==> src/hdl/pdls_pkg.sv <==
// Shared widths, register codes, reset values and saturation helpers for the PD loop scorer.
package pdls_pkg;

  localparam int POS_W      = 32;
  localparam int SCORE_W    = 40;
  localparam int GAIN_W     = 28;
  localparam int DT_W       = 24;
  localparam int RUN_W      = 16;
  localparam int CFG_IDX_W  = 2;
  localparam int CFG_DATA_W = 28;
  localparam int OPND_W     = 33;
  localparam int PROD_W     = 2 * OPND_W;
  localparam int SQ_SPLIT   = 16;

  typedef enum logic [CFG_IDX_W-1:0] {
    REG_KP_GAIN    = 2'd0,
    REG_KD_GAIN    = 2'd1,
    REG_STEP_SIZE  = 2'd2,
    REG_RUN_LENGTH = 2'd3
  } cfg_reg_t;

  localparam logic [GAIN_W-1:0] KP_GAIN_RST    = 28'd16777216;
  localparam logic [GAIN_W-1:0] KD_GAIN_RST    = 28'd16777216;
  localparam logic [DT_W-1:0]   STEP_SIZE_RST  = 24'd167772;
  localparam logic [RUN_W-1:0]  RUN_LENGTH_RST = 16'd1000;

  typedef struct packed {
    logic [GAIN_W-1:0] kp_gain;
    logic [GAIN_W-1:0] kd_gain;
    logic [DT_W-1:0]   step_size;
    logic [RUN_W-1:0]  run_length;
  } cfg_regs_t;

  typedef logic signed [OPND_W-1:0] opnd_t;
  typedef logic signed [PROD_W-1:0] wide_t;

  localparam wide_t POS_MAX_W   = 66'sd2147483647;
  localparam wide_t POS_MIN_W   = -66'sd2147483648;
  localparam wide_t SCORE_MAX_W = 66'sd549755813887;
  localparam wide_t SCORE_MIN_W = -66'sd549755813888;

  function automatic logic signed [POS_W-1:0] sat_pos(input wide_t x);
    logic signed [POS_W-1:0] r;
    if (x > POS_MAX_W) begin
      r = signed'(POS_MAX_W[POS_W-1:0]);
    end else if (x < POS_MIN_W) begin
      r = signed'(POS_MIN_W[POS_W-1:0]);
    end else begin
      r = signed'(x[POS_W-1:0]);
    end
    return r;
  endfunction

  function automatic logic signed [SCORE_W-1:0] sat_score(input wide_t x);
    logic signed [SCORE_W-1:0] r;
    if (x > SCORE_MAX_W) begin
      r = signed'(SCORE_MAX_W[SCORE_W-1:0]);
    end else if (x < SCORE_MIN_W) begin
      r = signed'(SCORE_MIN_W[SCORE_W-1:0]);
    end else begin
      r = signed'(x[SCORE_W-1:0]);
    end
    return r;
  endfunction

  function automatic logic [SCORE_W-1:0] clip_score_max(input wide_t x);
    logic [SCORE_W-1:0] r;
    if (x > SCORE_MAX_W) begin
      r = SCORE_MAX_W[SCORE_W-1:0];
    end else begin
      r = x[SCORE_W-1:0];
    end
    return r;
  endfunction

endpackage

==> src/hdl/pdls_mul.sv <==
// Shared signed multiplier with registered product.
module pdls_mul import pdls_pkg::*; (
  input  logic  clk,
  input  opnd_t a,
  input  opnd_t b,
  output wide_t prod
);

  always_ff @(posedge clk) begin
    prod <= a * b;
  end

endmodule

==> config.mk <==
export PLATFORM = sky130hd
export DESIGN_NAME = pdls_mul
export DESIGN_NICKNAME = d
export VERILOG_FILES = /design/src/hdl/pdls_pkg.sv /design/src/hdl/pdls_mul.sv
export SDC_FILE = /design/constraint.sdc
export NUM_CORES = 2
export LEC_CHECK = 0
export ABC_CLOCK_PERIOD_IN_PS = 10700
export CORE_MARGIN = 2
export CORE_UTILIZATION = 50
export CTS_CLUSTER_SIZE = 10
export DETAILED_ROUTE_END_ITERATION = 10
export DONT_BUFFER_PORTS = 1
export PLACE_DENSITY = 0.71
export SLEW_MARGIN = 20
export SYNTH_ARGS = -nofsm -noshare
export SYNTH_HDL_FRONTEND = slang
export SYNTH_SLANG_ARGS = --single-unit
==> constraint.sdc <==
create_clock -name clk -period 10.7 [get_ports clk]
set_input_delay 1.605 -clock clk [delete_from_list [all_inputs] [get_ports clk]]
set_output_delay 1.605 -clock clk [all_outputs]
set_load 0.02 [all_outputs]
### After elaboration in Yosys (flattened, before gate mapping)

Index checks and enable logic that the tools add are counted.

| word-level totals | value |
|---|---|
| bits in registers | 66 |
| input bits | 67 |
| output and inout port bits | 66 |
| logic and storage cells | 2 |

| operators by class | value |
|---|---|
| multipliers | 1 |

Operators by type and width:

| operator | number |
|---|---|
| 33-bit by 33-bit multiplier with 66-bit output | 1 |

### Longest topological paths before layout

| depth | value |
|---|---|
| depth after elaboration | 1 |
| mapped depth | 27 |
| gate-level depth less buffers | 26 |

### Least setup slack after synthesis

No wires, ideal clock.

| path | value |
|---|---|
| path kind | input to register |
| from | in a[32] |
| to | reg prod[62] |
| setup time | 0.079 ns |
| arrival | 8.762 ns |
| data required time | 10.621 ns |
| slack | 1.859 ns |
| stages | 23 |
| buffers on the path | 2 |
| cell sequence | clkbuf_1 -> nand2_1 -> inv_1 -> fa_1 -> fa_1 -> fa_1 -> fa_1 -> fa_1 -> fa_1 -> fa_1 -> inv_1 -> fa_1 -> inv_1 -> ha_1 -> clkbuf_1 -> and3_1 -> nand3_1 -> nand2b_1 -> a2111oi_4 -> a211oi_4 -> a21o_2 -> a21o_1 -> a211oi_2 |

| between the ends | value |
|---|---|
| longest elaborated chain between the ends | 1 |

RTL lines:

| element | RTL line | source |
|---|---|---|
| from (decl) | pdls_mul.sv:4 | `input opnd_t a,` |
| 33-bit by 33-bit multiplier with 66-bit output | pdls_mul.sv:10 | `prod <= a * b;` |
| to (signal assigned) | pdls_mul.sv:10 |  |
| to (decl) | pdls_mul.sv:6 | `output wide_t prod` |

No other way between the ends.

### Worst setup path in the final report

| path | value |
|---|---|
| from | in b[6] |
| to | reg prod[63] |

| between the ends | value |
|---|---|
| longest elaborated chain between the ends | 1 |

RTL lines:

| element | RTL line | source |
|---|---|---|
| from (decl) | pdls_mul.sv:5 | `input opnd_t b,` |
| 33-bit by 33-bit multiplier with 66-bit output | pdls_mul.sv:10 |  |

No other way between the ends.

==> metrics.md <==
| Metric | Value |
|---|---|
| Status | `finished, final reports clean` |
| Worst EP required | `11.05 ns` |
| Max Clk Rate | `113 MHz` |
| Top reg by flops | `prod` |
| Crit share post-route | `0.829` |
| Worst path cell trace | `nand2_1, inv_1, fa_1, fa_1, inv_1, fa_1, inv_1, fa_1, fa_1, fa_1, fa_1, inv_1, fa_1, inv_1, ha_1, and2_1, and3_1, nand4_1, nor4_1, a21oi_4, or3b_1, nand3_1` |
| Setup_tns | `0 ns` |
| WL per Instance | `19.7 um` |
| Top_reg_cell synth | `dfxtp_1` |
| Initial Utilization | `0.506` |
| Xor/xnor cell area share of the yosys netlist | `0.0146` |
| Core area | `80500 um^2` |
| Die W | `289 um` |
| Min-delay worst type | `in2reg` |
| Post-synthesis adder-cell area fraction | `0.629` |
| Fin. max-slew vios | `0` |
| Post-synth EDFFs | `0` |
| Slowest-stage cell, CP | `fa_1` |
| Syn_nets | `5767` |
| Initial antenna violation count | `4` |
| Largest family of logic cells by synthesized area | `adder cells` |
| Residual DRC count | `0` |
| FF+latch count, synth | `66` |
| Post-layout nets | `5564` |
| Grt ovf | `0` |
| Final Wtd Congestion | `0.938` |
| # clock sinks | `66` |
| Avg Inst Size Synth | `9.39 um^2` |
| Post-Syn Area | `40700 um^2` |
| CP arrival | `9.22 ns` |
| Die area | `83800 um^2` |
| Min Tclk post-route | `8.87 ns` |
| FFs w/ async S/R, synth | `0` |
| Vias/cell | `5.34` |
| Max FO, Critical Path | `34` |
| FF/Latch Area | `1320 um^2` |
| CTS Hold Bufs | `0` |
| Vias | `27773` |
| DRT iter0 DRCs | `1660` |
| Final setup fails | `0` |
| Port Buffers | `0` |
| Cell variety after synth | `80` |
| CP Launch Type | `input pin` |
| CTS buffer count | `9` |
| Root Buffer | `clkbuf_16` |
| CTS HTree Levels | `3` |
| Largest net degree at the start of global routing | `34` |
| # rows | `104` |
| Simple-gate share of the synthesized area | `0.158` |
| Fillers | `7268` |
| Most frequent cells in the layout | `1145 x fa_1, 1131 x inv_1, 562 x and2_1` |
| DP Wirelength | `83700 um` |
| Crit path kind | `in2reg` |
| Post-synthesis cell count | `4338` |
| Post-synthesis sequential area ratio | `0.0324` |
| Unrepaired setup endpoints after global routing | `false` |
| Crit end category | `register` |
| Worst slew pin tran | `0.960 ns` |
| Worst-path clk slew | `0.08 ns` |
| Most common cell after layout, fill and taps aside | `fa_1` |
| Post-CTS Setup Bufs | `0` |
| Slew HR | `0.353` |
| Post-CTS sizing | `0` |
| First-pass GRT wire length | `169000 um` |
| Post-route ant nets | `0` |
| CTS tree | `yes` |
| GRT Total Usage | `0.263` |
| Pre-antenna DRT Iters | `5` |
| Top Registers | `prod: 66 flops` |
| Hold Fails Final Rpt | `0` |
| Max reg flops | `66` |
| CP dominant cell by count | `fa_1` |
| Max stage delay on crit path | `0.88 ns` |
| Multiplexer area fraction after synthesis | `0` |
| # Max-Cap Violations | `0` |
| Share of layout cells above drive strength 1 | `0.0143` |
| Synth-to-Final Area Change | `2.15%` |
| Vias in the first global route | `31045` |
| Synth Area in Compound Gates | `0.0407` |
| Max clock buf depth | `2` |
| WL final | `103000 um` |
| Die height | `289 um` |
| Ports | `133` |
| Multi-input logic area | `34300 um^2` |
| Ys Warns | `0` |
==> kinds of logic (layout without fill, tap and decap cells) <==
logic type      Yosys count  in the layout
buf+inv                1352           1153
simple gates           1271           1271
flops                    66             66
fa+ha+maj              1362           1362
compound gates          219            219
other cells               0              2
xor+xnor                 68             68
==> worst max-delay path: cells and delay by family <==
kind / cells / cell delay (ns)
buffers and inverters: 5 / 0.44
AOI/OAI and AO/OA: 1 / 0.25
adders and majority gates: 9 / 5.02
and+or+nand+nor: 7 / 1.87
==> cell usage after synthesis, types with 3 or more instances <==
cell type	instances	share of area
a211o_1	6	0.0013
a211oi_1	7	0.0013
a211oi_2	3	0.00092
a21o_1	36	0.0066
a21oi_1	57	0.0070
a21oi_2	3	0.00065
a31oi_1	8	0.0012
and2_1	562	0.086
and3_1	5	0.00077
and4_1	5	0.0011
buf_2	11	0.0014
clkbuf_1	208	0.019
dfxtp_1	66	0.032
fa_1	1145	0.56
ha_1	217	0.067
inv_1	1131	0.10
nand2_1	551	0.051
nand2b_1	12	0.0018
nand3_1	25	0.0031
nand4_1	11	0.0017
nor2_1	68	0.0063
nor2b_1	5	0.00077
nor3_1	7	0.00086
o211ai_1	4	0.00074
o21a_1	6	0.0011
o21ai_0	25	0.0031
o21ai_1	6	0.00074
o21bai_1	11	0.0020
o31ai_4	3	0.0016
or2_2	3	0.00046
or3_1	3	0.00046
xnor2_1	43	0.0092
xor2_1	25	0.0054
==> through the flow <==
| step | setup slack, ns | instances | utilization | instance area (um^2) | hold slack, ns |
|---|---|---|---|---|---|
| finish | 1.83 | 5201 | 0.517 | 41600 | 1.32 |
| floorplan | 1.86 | 4338 | - | 40700 | 1.73 |
| CTS | 1.90 | 5199 | 0.517 | 41600 | 1.30 |
| global placement | 1.43 | 5184 | 0.512 | 41300 | 1.73 |
| detailed placement | 1.50 | 5184 | 0.512 | 41300 | 1.74 |
| global route | 1.65 | 5201 | 0.517 | 41600 | 1.30 |
==> worst paths after layout <==
check | start | endpoint | slack, ns | cells after the start
min | b[0] | prod[0]$_DFF_P_ | 1.32 | 1
max | b[6] | prod[63]$_DFF_P_ | 1.83 | 22
==> layer usage <==
| metal | vias up | global-route usage | wire (um) |
|---|---|---|---|
| met3 | 237 | 0.0417 | 6780 |
| met4 | 0 | 0.112 | 4720 |
| li1 | 11918 | - | - |
| met5 | - | 0 | 0 |
| met2 | 974 | 0.453 | 52100 |
| met1 | 14644 | 0.329 | 39100 |
==> cell type report <==
class,instances,area share
timing repair buffer,7,0.00126
sequential,66,0.0318
clock buffer,10,0.00574
tap,1060,0.0319
multi-input combinational,2920,0.825
antenna,2,0.000120
clock inverter,5,0.00247
inverter,1131,0.102
Power is left out: the tool's default activity adds up to more than one toggle a clock period on the data nets, which glitch-free logic cannot reach.
