[src/hdl/pdls_pkg.sv]
// Shared widths, register codes, reset values and saturation helpers for the PD loop scorer.
package pdls_pkg;

  localparam int POS_W      = 32;
  localparam int SCORE_W    = 40;
  localparam int GAIN_W     = 28;
  localparam int DT_W       = 24;
  localparam int RUN_W      = 16;
  localparam int CFG_IDX_W  = 2;
  localparam int CFG_DATA_W = 28;
  localparam int OPND_W     = 33;
  localparam int PROD_W     = 2 * OPND_W;
  localparam int SQ_SPLIT   = 16;

  typedef enum logic [CFG_IDX_W-1:0] {
    REG_KP_GAIN    = 2'd0,
    REG_KD_GAIN    = 2'd1,
    REG_STEP_SIZE  = 2'd2,
    REG_RUN_LENGTH = 2'd3
  } cfg_reg_t;

  localparam logic [GAIN_W-1:0] KP_GAIN_RST    = 28'd16777216;
  localparam logic [GAIN_W-1:0] KD_GAIN_RST    = 28'd16777216;
  localparam logic [DT_W-1:0]   STEP_SIZE_RST  = 24'd167772;
  localparam logic [RUN_W-1:0]  RUN_LENGTH_RST = 16'd1000;

  typedef struct packed {
    logic [GAIN_W-1:0] kp_gain;
    logic [GAIN_W-1:0] kd_gain;
    logic [DT_W-1:0]   step_size;
    logic [RUN_W-1:0]  run_length;
  } cfg_regs_t;

  typedef logic signed [OPND_W-1:0] opnd_t;
  typedef logic signed [PROD_W-1:0] wide_t;

  localparam wide_t POS_MAX_W   = 66'sd2147483647;
  localparam wide_t POS_MIN_W   = -66'sd2147483648;
  localparam wide_t SCORE_MAX_W = 66'sd549755813887;
  localparam wide_t SCORE_MIN_W = -66'sd549755813888;

  function automatic logic signed [POS_W-1:0] sat_pos(input wide_t x);
    logic signed [POS_W-1:0] r;
    if (x > POS_MAX_W) begin
      r = signed'(POS_MAX_W[POS_W-1:0]);
    end else if (x < POS_MIN_W) begin
      r = signed'(POS_MIN_W[POS_W-1:0]);
    end else begin
      r = signed'(x[POS_W-1:0]);
    end
    return r;
  endfunction

  function automatic logic signed [SCORE_W-1:0] sat_score(input wide_t x);
    logic signed [SCORE_W-1:0] r;
    if (x > SCORE_MAX_W) begin
      r = signed'(SCORE_MAX_W[SCORE_W-1:0]);
    end else if (x < SCORE_MIN_W) begin
      r = signed'(SCORE_MIN_W[SCORE_W-1:0]);
    end else begin
      r = signed'(x[SCORE_W-1:0]);
    end
    return r;
  endfunction

  function automatic logic [SCORE_W-1:0] clip_score_max(input wide_t x);
    logic [SCORE_W-1:0] r;
    if (x > SCORE_MAX_W) begin
      r = SCORE_MAX_W[SCORE_W-1:0];
    end else begin
      r = x[SCORE_W-1:0];
    end
    return r;
  endfunction

endpackage

[src/hdl/pdls_ifs.sv]


interface pdls_cfg_if import pdls_pkg::*; ();
  logic                  valid;
  logic                  ready;
  logic [CFG_IDX_W-1:0]  index;
  logic [CFG_DATA_W-1:0] data;
  modport source (output valid, output index, output data, input ready);
  modport sink (input valid, input index, input data, output ready);
endinterface

[src/hdl/pdls_cfg.sv]
// Configuration register file: gains, step size and run length.
module pdls_cfg import pdls_pkg::*; (
  input  logic      clk,
  input  logic      rst,
  pdls_cfg_if.sink  cfg,
  output cfg_regs_t regs
);

  assign cfg.ready = 1'b1;

  always_ff @(posedge clk) begin
    if (rst) begin
      regs.kp_gain    <= KP_GAIN_RST;
      regs.kd_gain    <= KD_GAIN_RST;
      regs.step_size  <= STEP_SIZE_RST;
      regs.run_length <= RUN_LENGTH_RST;
    end else if (cfg.valid) begin
      case (cfg_reg_t'(cfg.index))
        REG_KP_GAIN:    regs.kp_gain    <= cfg.data[GAIN_W-1:0];
        REG_KD_GAIN:    regs.kd_gain    <= cfg.data[GAIN_W-1:0];
        REG_STEP_SIZE:  regs.step_size  <= cfg.data[DT_W-1:0];
        REG_RUN_LENGTH: regs.run_length <= cfg.data[RUN_W-1:0];
        default: ;
      endcase
    end
  end

endmodule

[src/flat_wrapper.sv]
// flat-port wrapper written by rule: the top's interface ports become plain ports
module pdls_cfg_flat import pdls_pkg::*;
  (clk, rst, regs, cfg_valid, cfg_index, cfg_data, cfg_ready);
  pdls_cfg_if cfg_i ();
  input  logic clk;
  input  logic rst;
  output cfg_regs_t regs;
  input wire logic [$bits(cfg_i.valid)-1:0] cfg_valid;
  input wire logic [$bits(cfg_i.index)-1:0] cfg_index;
  input wire logic [$bits(cfg_i.data)-1:0] cfg_data;
  output wire logic [$bits(cfg_i.ready)-1:0] cfg_ready;
  assign cfg_i.valid = cfg_valid;
  assign cfg_i.index = cfg_index;
  assign cfg_i.data = cfg_data;
  assign cfg_ready = cfg_i.ready;
  pdls_cfg u_core (.clk(clk), .rst(rst), .cfg(cfg_i), .regs(regs));
endmodule
[config.mk]
export PLATFORM = sky130hd
export DESIGN_NAME = pdls_cfg_flat
export DESIGN_NICKNAME = d
export VERILOG_FILES = /design/src/hdl/pdls_pkg.sv /design/src/hdl/pdls_ifs.sv /design/src/hdl/pdls_cfg.sv /design/src/flat_wrapper.sv
export SDC_FILE = /design/constraint.sdc
export NUM_CORES = 1
export LEC_CHECK = 0
export BUFFER_PORTS_ARGS = -buffer_cell sky130_fd_sc_hd__buf_2
export CORE_UTILIZATION = 50
export DETAILED_ROUTE_END_ITERATION = 6
export PLACE_DENSITY = 0.83
export SYNTH_ARGS = -nofsm -noshare
export SYNTH_HDL_FRONTEND = slang
export SYNTH_SLANG_ARGS = --single-unit
[constraint.sdc]
create_clock -name clk -period 1.1 [get_ports clk]
set_input_delay 0.055 -clock clk [delete_from_list [all_inputs] [get_ports clk]]
set_output_delay 0.055 -clock clk [all_outputs]
set_load 0.005 [all_outputs]
### Word-level counts from Yosys, hierarchy flattened

Cells that the tools add are included.

| storage, ports and cells | value |
|---|---|
| flip-flop bits (word level) | 96 |
| output and inout bits | 97 |
| logic and storage cells | 12 |
| input bits | 33 |

| cells by class | value |
|---|---|
| eq/ne operators | 3 |
| reduce and logical (&&, ||, !) cells | 5 |

Operators by type and width:

| cell | count |
|---|---|
| 2-bit AND reduction | 4 |
| 2-bit == test (second input constant) | 2 |
| 2-bit by 1-bit == test with 1-bit output (second input constant) | 1 |
| 2-bit logical NOT | 1 |

### Longest topological paths before layout

Gate-level depths: netlist of run 1.

| logic depth | value |
|---|---|
| word-level depth | 2 |
| mapped depth | 6 |
| mapped depth without buffers | 2 |

### Worst setup path after synthesis of run 1

No wires, ideal clock.

| timing | value |
|---|---|
| path type | input-to-reg |
| from | input rst |
| to | register u_core.regs[3] (netlist name) |
| arrival | 0.778 ns |
| library setup time | 0.131 ns |
| path buffers | 4 |
| slack | 0.191 ns |
| stages on the path | 6 |
| path through | buf_4 > buf_2 > buf_4 > buf_2 > nor2_1 > mux2i_1 |

RTL lines:

| what | RTL line | RTL |
|---|---|---|
| start, declared | flat_wrapper.sv:6 | `input logic rst;` |

### Final worst setup path of run 1

| timing | value |
|---|---|
| from | register u_core.regs[33] (netlist name) |
| to | output regs[33] in the netlist's numbering |

RTL lines:

| what | RTL line | RTL |
|---|---|---|
| end, declared | flat_wrapper.sv:7 | `output cfg_regs_t regs;` |

No word-level cell between the ends.

==> flow_metrics.env, run 1 <==
export IMPL_drtAntennaViolNets=0
export IMPL_slowest_stage="dfxtp_1"
export IMPL_route_met3_wl_um=376
export IMPL_maxCapViolCount=0
export IMPL_clkTransAtPathRegs_ps=90
export IMPL_leakagePower_nw=2.45
export IMPL_drc_errors=0
export IMPL_drive_above_1_share=0.308
export IMPL_netlist_instances=364
export IMPL_vias_per_cell=4.90
export IMPL_die_area_um2=8090
export IMPL_clk_path_buf_depth=2
export IMPL_hold_end="u_core.regs[33]"
export IMPL_top_regs="u_core.regs: 96 flops"
export IMPL_place_congestion=0.792
export IMPL_drtIter0Drc=88
export IMPL_rsz0062_at_grt="false"
export IMPL_finalClockSkew_ps=0
export IMPL_cts_tree="yes"
export IMPL_crit_family="flip-flops"
export IMPL_cts_setup_buffers=0
export IMPL_num_antenna_cells=0
export IMPL_yosysSeqAreaShare=0.497
export IMPL_grt_max_degree=78
export IMPL_fillers=581
export IMPL_crit_buf_inv=1
export IMPL_r2r_slack_ps=440
export IMPL_cts_max_level=3
export IMPL_largest_reg_flops=96
export IMPL_fin_crit_ps=900
export IMPL_wl_per_cell_um=14.6
export IMPL_final_common_cell="buf_2"
export IMPL_via_count=2933
export IMPL_postLayoutCellArea_um2=4950
export IMPL_r2r_cells=2
export IMPL_path_cells="buf_2"
export IMPL_highest_layer="met4"
export IMPL_met1Wirelength_mm=3.78
export IMPL_drtPass1Iterations=4
export IMPL_netlist_cell_type_count=16
export IMPL_power_total_mw=6.88
export IMPL_top_register="u_core.regs"
export IMPL_wirelength_mm=8.74
export IMPL_yosys_warnings=0
export IMPL_end_kind="primary output"
export IMPL_power_density_nw_per_um2=1390
export IMPL_hold_path_startpoint="cfg_data[17]"
export IMPL_final_cell_mix="buf_2, nand2b_1, mux2i_1, dfxtp_1, nor2_1"
export IMPL_min_period_over_period=0.818
export IMPL_area_growth_syn_to_layout_pct=28.0
export IMPL_crit_fanout=2
export IMPL_cts_root_buf="clkbuf_8"
export IMPL_crit_arrival_ps=840
export IMPL_coreArea_um2=7370
export IMPL_dp_hpwl_mm=6.10
export IMPL_start_util=0.525
export IMPL_start_kind="register"
export IMPL_cp_required_ps=1040
export IMPL_die_y_um=90.0
export IMPL_row_count=31
export IMPL_finalHoldViolations=0
export IMPL_slew_violations=0
export IMPL_min_path_cells=3
export IMPL_max_vdd_ir_drop_uv=677
export IMPL_worstHoldPathType="input port to register"
export IMPL_wl_met2_mm=4.38
export IMPL_grt_antenna_before_repair=0
export IMPL_setup_viol=0
export IMPL_ys_ff_latch=96
export IMPL_synth_cell_area_um2=3870
export IMPL_io_pins=130
export IMPL_r2r_start="u_core.regs[52]"
export IMPL_die_width_um=90.0
export IMPL_syn_nets=397
export IMPL_worstReg2RegEnd="u_core.regs[52]"
export IMPL_gr_total_overflow=0
export IMPL_grt_pass1_vias=3034
export IMPL_outcome="complete, no violations"
export IMPL_cpPeakStageDelay_ps=370
export IMPL_max_freq_mhz=1110
export IMPL_grt_first_pass_wirelength_mm=14.5
export IMPL_cts_buffers=9
export IMPL_nNetsFinal=528
export IMPL_placed_cell_area_um2=4630
export IMPL_grt_usage=0.225
export IMPL_clock_latency_ps=340
export IMPL_clock_sinks=96
export IMPL_syn_area_per_cell_um2=10.6
export IMPL_path_class="register to primary output"
export IMPL_place_port_buffers=128
-- layout make-up --
class | count | area, µm² | area share
clock buffer | 10 | 138 | 0.0278
clock inverter | 6 | 82.6 | 0.0167
multi-input combinational | 241 | 1800 | 0.364
sequential | 96 | 1920 | 0.388
tap | 99 | 124 | 0.0250
timing repair buffer | 147 | 883 | 0.178
-- power breakdown --
part           internal (mW)  switching, mW  leakage [nW]
Sequential              3.60         0.0653         0.781
Combinational          0.368          0.330          1.56
Clock                   1.33           1.19         0.112
-- metal layers --
metal  GRT usage  vias up
li1            -     1442
met1       0.265     1377
met2       0.403       95
met3      0.0398       19
met4      0.0901        0
met5           0        -
-- kinds of logic (layout without fill, tap and decap cells) --
group	count (synthesis)	count (layout)	share of synthesized area
other	1	1	0.000969
AND/OR/NAND/NOR	144	144	0.215
flip-flops	96	96	0.497
multiplexers	96	96	0.248
buffers and inverters	27	163	0.0385
-- worst max path at each step --
| stage | depth (start not counted) | end | startpoint | slack (ps) |
|---|---|---|---|---|
| detailed placement | 3 | u_core.regs[92] | cfg_index[1] | -30 |
| finish | 1 | regs[33] | u_core.regs[33] | 200 |
| floorplan | 6 | u_core.regs[3] | rst | 190 |
| CTS | 1 | regs[21] | u_core.regs[21] | 180 |
| global placement | 3 | u_core.regs[92] | cfg_index[1] | 20 |
| global route | 1 | regs[4] | u_core.regs[4] | 160 |
-- Yosys cell counts --
cell	count	area (µm²)
nand3_1	1	5.00
buf_6	1	11.3
mux2i_1	96	961
clkbuf_2	1	5.00
conb_1	1	3.75
and3_1	1	6.26
clkbuf_1	10	37.5
nor2_1	31	116
and3b_1	2	17.5
nand2b_1	105	657
or3b_1	1	8.76
dfxtp_1	96	1920
nor3b_1	1	7.51
buf_2	7	35.0
buf_4	8	60.1
nand3b_1	2	15.0
-- per-stage QoR --
stage / setup TNS (ps) / utilization / hold WS, ps / std cells / setup WS, ps
2_1_floorplan: 0 / - / 222 / 364 / 191
3_3_place_gp: 0 / 0.629 / 330 / 573 / 15.2
3_5_place_dp: -178 / 0.629 / 350 / 573 / -28.3
4_1_cts: 0 / 0.672 / 0.532 / 599 / 181
5_1_grt: 0 / 0.672 / 25.3 / 599 / 165
6_report: 0 / 0.672 / 8.67 / 599 / 200
-- worst register-to-register path, delay by kind of cell (launching register included) --
kind | cells | cell delay (ps)
DFF | 1 | 330
muxes | 1 | 170
and+or+nand+nor | 1 | 70
-- timing repair --
action	in CTS	in global routing
resized for setup	0	0
hold buffers	10	0
hold endpoints to repair	15	0
(Power assumes the default switching activity.)
==> run 2, diff against run 1 <==
==> constraint.sdc (replaced) <==
create_clock -name clk -period 0.9 [get_ports clk]
set_input_delay 0.045 -clock clk [delete_from_list [all_inputs] [get_ports clk]]
set_output_delay 0.045 -clock clk [all_outputs]
set_load 0.005 [all_outputs]
==> run 2 against run 1 <==
Via count grew 1.7%. Clock skew is the same. Cell area grew 3.0%. Register-to-register slack lost 190 ps. Flip-flop and latch count is the same. Die area is the same. Setup slack lost 160 ps. Largest cell class unchanged. Largest power group unchanged.
==> flow_metrics.env, run 2 (synthesis results as in run 1) <==
export IMPL_fillers=607
export IMPL_largest_reg_flops=96
export IMPL_via_count=2982
export IMPL_hold_end="u_core.regs[7]"
export IMPL_grt_antenna_before_repair=0
export IMPL_drtPass1Iterations=4
export IMPL_worstHoldPathType="input port to register"
export IMPL_min_period_over_period=0.959
export IMPL_power_density_nw_per_um2=1660
export IMPL_clk_path_buf_depth=2
export IMPL_worstReg2RegEnd="u_core.regs[59]"
export IMPL_placed_cell_area_um2=4690
export IMPL_top_regs="u_core.regs: 96 flops"
export IMPL_finalClockSkew_ps=0
export IMPL_grt_usage=0.225
export IMPL_worst_pin_slew_ps=503
export IMPL_grt_max_degree=60
export IMPL_cts_setup_buffers=0
export IMPL_num_antenna_cells=0
export IMPL_dp_hpwl_mm=6.04
export IMPL_die_area_um2=8090
export IMPL_wl_per_cell_um=14.5
export IMPL_r2r_slack_ps=250
export IMPL_cts_buffers=9
export IMPL_crit_arrival_ps=820
export IMPL_crit_buf_inv=1
export IMPL_drtAntennaViolNets=0
export IMPL_max_vdd_ir_drop_uv=980
export IMPL_slowest_stage="dfxtp_1"
export IMPL_grt_pass1_vias=3033
export IMPL_finalHoldViolations=0
export IMPL_crit_fanout=2
export IMPL_r2r_cells=2
export IMPL_cts_max_level=3
export IMPL_slew_headroom=0.664
export IMPL_end_kind="primary output"
export IMPL_nNetsFinal=540
export IMPL_maxCapViolCount=0
export IMPL_setup_viol=0
export IMPL_cp_required_ps=850
export IMPL_r2r_start="u_core.regs[59]"
export IMPL_drtIter0Drc=65
export IMPL_min_path_cells=3
export IMPL_top_register="u_core.regs"
export IMPL_vias_per_cell=4.88
export IMPL_drive_above_1_share=0.354
export IMPL_holdWs_ps=2.63
export IMPL_slew_violations=0
export IMPL_die_y_um=90.0
export IMPL_fin_crit_ps=864
export IMPL_crit_family="flip-flops"
export IMPL_wirelength_mm=8.83
export IMPL_cts_root_buf="clkbuf_8"
export IMPL_start_kind="register"
export IMPL_hold_path_startpoint="cfg_data[7]"
export IMPL_postLayoutCellArea_um2=5100
export IMPL_path_class="register to primary output"
export IMPL_gr_total_overflow=0
export IMPL_row_count=31
export IMPL_leakagePower_nw=2.52
export IMPL_clkTransAtPathRegs_ps=90
export IMPL_outcome="complete, no violations"
export IMPL_io_pins=130
export IMPL_cpPeakStageDelay_ps=360
export IMPL_place_congestion=0.814
export IMPL_max_freq_mhz=1160
export IMPL_final_cell_mix="buf_2, nand2b_1, mux2i_1"
export IMPL_clock_latency_ps=340
export IMPL_die_width_um=90.0
export IMPL_area_growth_syn_to_layout_pct=31.8
export IMPL_path_cells="buf_2"
export IMPL_place_port_buffers=128
export IMPL_coreArea_um2=7370
export IMPL_start_util=0.525
export IMPL_cts_tree="yes"
export IMPL_grt_first_pass_wirelength_mm=14.5
export IMPL_clock_sinks=96
export IMPL_drc_errors=0
export IMPL_final_common_cell="buf_2"
==> run 2: cell count changes in the layout (fill, tap and decap cells not counted), sizes merged <==
cell and delta:
dlygate4sd3 +6, clkbuf +1, clkinvlp +1, clkinv -2
buf +6
==> run 2: worst max-delay path by stage <==
| stage | start | to | depth (start not counted) |
|---|---|---|---|
| 2_1_floorplan | rst | u_core.regs[3] | 6 |
| 3_3_place_gp | cfg_index[1] | u_core.regs[92] | 4 |
| 3_5_place_dp | cfg_index[1] | u_core.regs[63] | 3 |
| 4_1_cts | u_core.regs[38] | regs[38] | 1 |
| 5_1_grt | u_core.regs[18] | regs[18] | 1 |
| 6_report | u_core.regs[79] | regs[79] | 1 |
==> run 2: layer usage <==
layer / GRT usage / share of wire
met1: 0.260 / 0.42
met2: 0.405 / 0.51
met3: 0.0457 / 0.043
met5: 0 / 0
met4: 0.0887 / 0.019
==> run 2: stage by stage <==
stage,util,worst slack (ps),setup TNS (ps),power (mW),cells
detailed placement,0.636,-155,-5120,5.42,579
global placement,0.636,-78.1,-2610,5.39,579
finish,0.692,36.5,0,8.46,611
global route,0.692,-0.486,-0.771,8.80,611
CTS,0.688,8.83,0,8.50,611
floorplan,-,0.829,0,5.04,364
==> run 2: timing repair <==
| action | in CTS | in global routing |
|---|---|---|
| gates resized for setup | 0 | 22 |
| hold buffers | 16 | 0 |
| endpoints found under the hold margin | 27 | 0 |
| endpoints found under the setup margin | 0 | 22 |
==> run 2: power breakdown <==
group	total, mW	internal, mW	switching (mW)
clock	3.08	1.64	1.44
combinational	0.900	0.487	0.413
sequential	4.48	4.40	0.0801
==> run 2: layout make-up <==
class | count | area, µm² | area share
Sequential cell | 96 | 1950 | 0.382
Multi-Input combinational cell | 241 | 1800 | 0.354
Timing Repair Buffer | 159 | 1000 | 0.196
Clock buffer | 11 | 141 | 0.0277
Tap cell | 99 | 124 | 0.0243
Clock inverter | 5 | 80.1 | 0.0157
==> run 3, diff against run 2 <==
==> constraint.sdc (replaced) <==
create_clock -name clk -period 0.8 [get_ports clk]
set_input_delay 0.04 -clock clk [delete_from_list [all_inputs] [get_ports clk]]
set_output_delay 0.04 -clock clk [all_outputs]
set_load 0.005 [all_outputs]
==> run 3 against run 2 <==
The flow now finishes with violations (setup timing). Global-route usage is 0.51 points higher. Die area did not move. First-iteration DRC count increased by 6.2%. Total power grew 11%. Clock-buffer cell count shrank 1. Critical path type unchanged. Combinational power grew 30%. Register-to-register slack got worse by 250 ps. Largest cell class unchanged. Sequential share of layout area down 1.9 points.
==> flow_metrics.env, run 3 (synthesis results as in run 1) <==
export IMPL_place_port_buffers=128
export IMPL_dpl_cell_count=580
export IMPL_worstHoldPathType="input port to register"
export IMPL_max_freq_mhz=1170
export IMPL_grt_max_degree=47
export IMPL_fin_crit_ps=857
export IMPL_vias_per_cell=4.87
export IMPL_setup_tns_ps=-3200
export IMPL_clock_sinks=96
export IMPL_start_kind="register"
export IMPL_num_antenna_cells=0
export IMPL_rsz0062_at_grt="true"
export IMPL_crit_family="flip-flops"
export IMPL_wirelength_mm=9.43
export IMPL_crit_buf_inv=1
export IMPL_nNetsFinal=565
export IMPL_coreArea_um2=7370
export IMPL_setup_viol=97
export IMPL_final_cell_mix="nand2b_1, mux2i_1, dfxtp_2"
export IMPL_die_width_um=90.0
export IMPL_gr_total_overflow=0
export IMPL_wl_per_cell_um=14.8
export IMPL_cpPeakStageDelay_ps=350
export IMPL_cts_buffers=9
export IMPL_die_area_um2=8090
export IMPL_path_cells="buf_2"
export IMPL_cts_max_level=3
export IMPL_clkTransAtPathRegs_ps=90
export IMPL_cp_required_ps=760
export IMPL_start_util=0.525
export IMPL_power_density_nw_per_um2=1670
export IMPL_finalClockSkew_ps=0
export IMPL_top_regs="u_core.regs: 96 flops"
export IMPL_maxCapViolCount=0
export IMPL_slew_violations=0
export IMPL_grt_antenna_before_repair=0
export IMPL_drtPass1Iterations=4
export IMPL_fin_cells=636
export IMPL_grt_first_pass_wirelength_mm=14.9
export IMPL_violations="setup timing"
export IMPL_drtAntennaViolNets=0
export IMPL_outcome="complete, but fails checks"
export IMPL_top_register="u_core.regs"
export IMPL_die_y_um=90.0
export IMPL_row_count=31
export IMPL_min_period_over_period=1.07
export IMPL_final_common_cell="nand2b_1"
export IMPL_clock_latency_ps=350
export IMPL_io_pins=130
export IMPL_leakagePower_nw=2.70
export IMPL_area_growth_syn_to_layout_pct=45.2
export IMPL_end_kind="primary output"
export IMPL_clk_path_buf_depth=2
export IMPL_cts_root_buf="clkbuf_8"
export IMPL_max_vdd_ir_drop_uv=1000
export IMPL_crit_fanout=2
export IMPL_place_congestion=0.802
export IMPL_slowest_stage="dfxtp_2"
export IMPL_finalHoldViolations=0
export IMPL_via_count=3100
export IMPL_crit_arrival_ps=820
export IMPL_dp_hpwl_mm=6.14
export IMPL_drc_errors=0
export IMPL_cts_tree="yes"
export IMPL_drive_above_1_share=0.518
export IMPL_setup_ws_ps=-56.8
export IMPL_grt_pass1_vias=3055
export IMPL_largest_reg_flops=96
export IMPL_path_class="register to primary output"
export IMPL_grt_usage=0.230
export IMPL_drtIter0Drc=69
-- run 3: cell types whose count changed in the layout (fill, tap and decap cells not counted), moves of 2 or more --
| cell | before | now |
|---|---|---|
| clkinv_4 | 0 | 2 |
| dfxtp_1 | 74 | 0 |
| dfxtp_2 | 22 | 96 |
| buf_6 | 0 | 41 |
| buf_2 | 128 | 93 |
| buf_4 | 8 | 23 |
| dlygate4sd3_1 | 16 | 20 |
-- run 3: timing repair --
| action | in CTS | in global routing |
|---|---|---|
| endpoints found under the hold margin | 35 | 0 |
| gates resized for setup | 112 | 27 |
| buffers inserted | 11 | 9 |
| hold buffers | 20 | 0 |
| pin swaps | 0 | 0 |
| endpoints found under the setup margin | 96 | 97 |
-- run 3: metrics by stage --
| stage | setup slack [ps] | utilization | hold WS [ps] | total power, mW | instance area, µm² |
|---|---|---|---|---|---|
| final | -56.8 | 0.762 | 6.35 | 9.39 | 5620 |
| after global routing | -88.8 | 0.762 | 17.3 | 9.81 | 5620 |
| after CTS | -60.6 | 0.733 | 1.32 | 9.37 | 5400 |
| after detailed placement | -225 | 0.637 | 314 | 6.10 | 4700 |
| after global placement | -181 | 0.637 | 307 | 6.07 | 4700 |
| after floorplan | 7.84 | - | 203 | 5.69 | 3890 |
-- run 3: cell type report --
type	count	area, µm²
sequential	96	2040
multi-input combinational	241	1810
fill	503	1750
clock buffer	10	128
clock inverter	6	70.1
timing repair buffer	184	1440
tap	99	124
-- run 3: path summary, 6_finish.rpt --
kind	startpoint	to	slack (ps)	cells after the start
worst max register to register	u_core.regs[70]	u_core.regs[70]	0	4
worst min-delay path	cfg_data[16]	u_core.regs[56]	6	3
worst max-delay path	u_core.regs[26]	regs[26]	-60	1
worst min register to register	u_core.regs[63]	u_core.regs[63]	470	2
-- run 3: metal layers --
layer  up-vias  track usage  share of wire
li1       1524            -              -
met1      1477        0.262           0.42
met2        85        0.429           0.52
met3        14       0.0431          0.046
met4         0       0.0739          0.014
met5         -            0              0
-- run 3: report_power, final --
part | internal, mW | leakage (nW) | switching, mW | total (mW)
combinational | 0.678 | 1.80 | 0.492 | 1.17
sequential | 4.98 | 0.809 | 0.105 | 5.08
clock | 1.46 | 0.0887 | 1.68 | 3.14
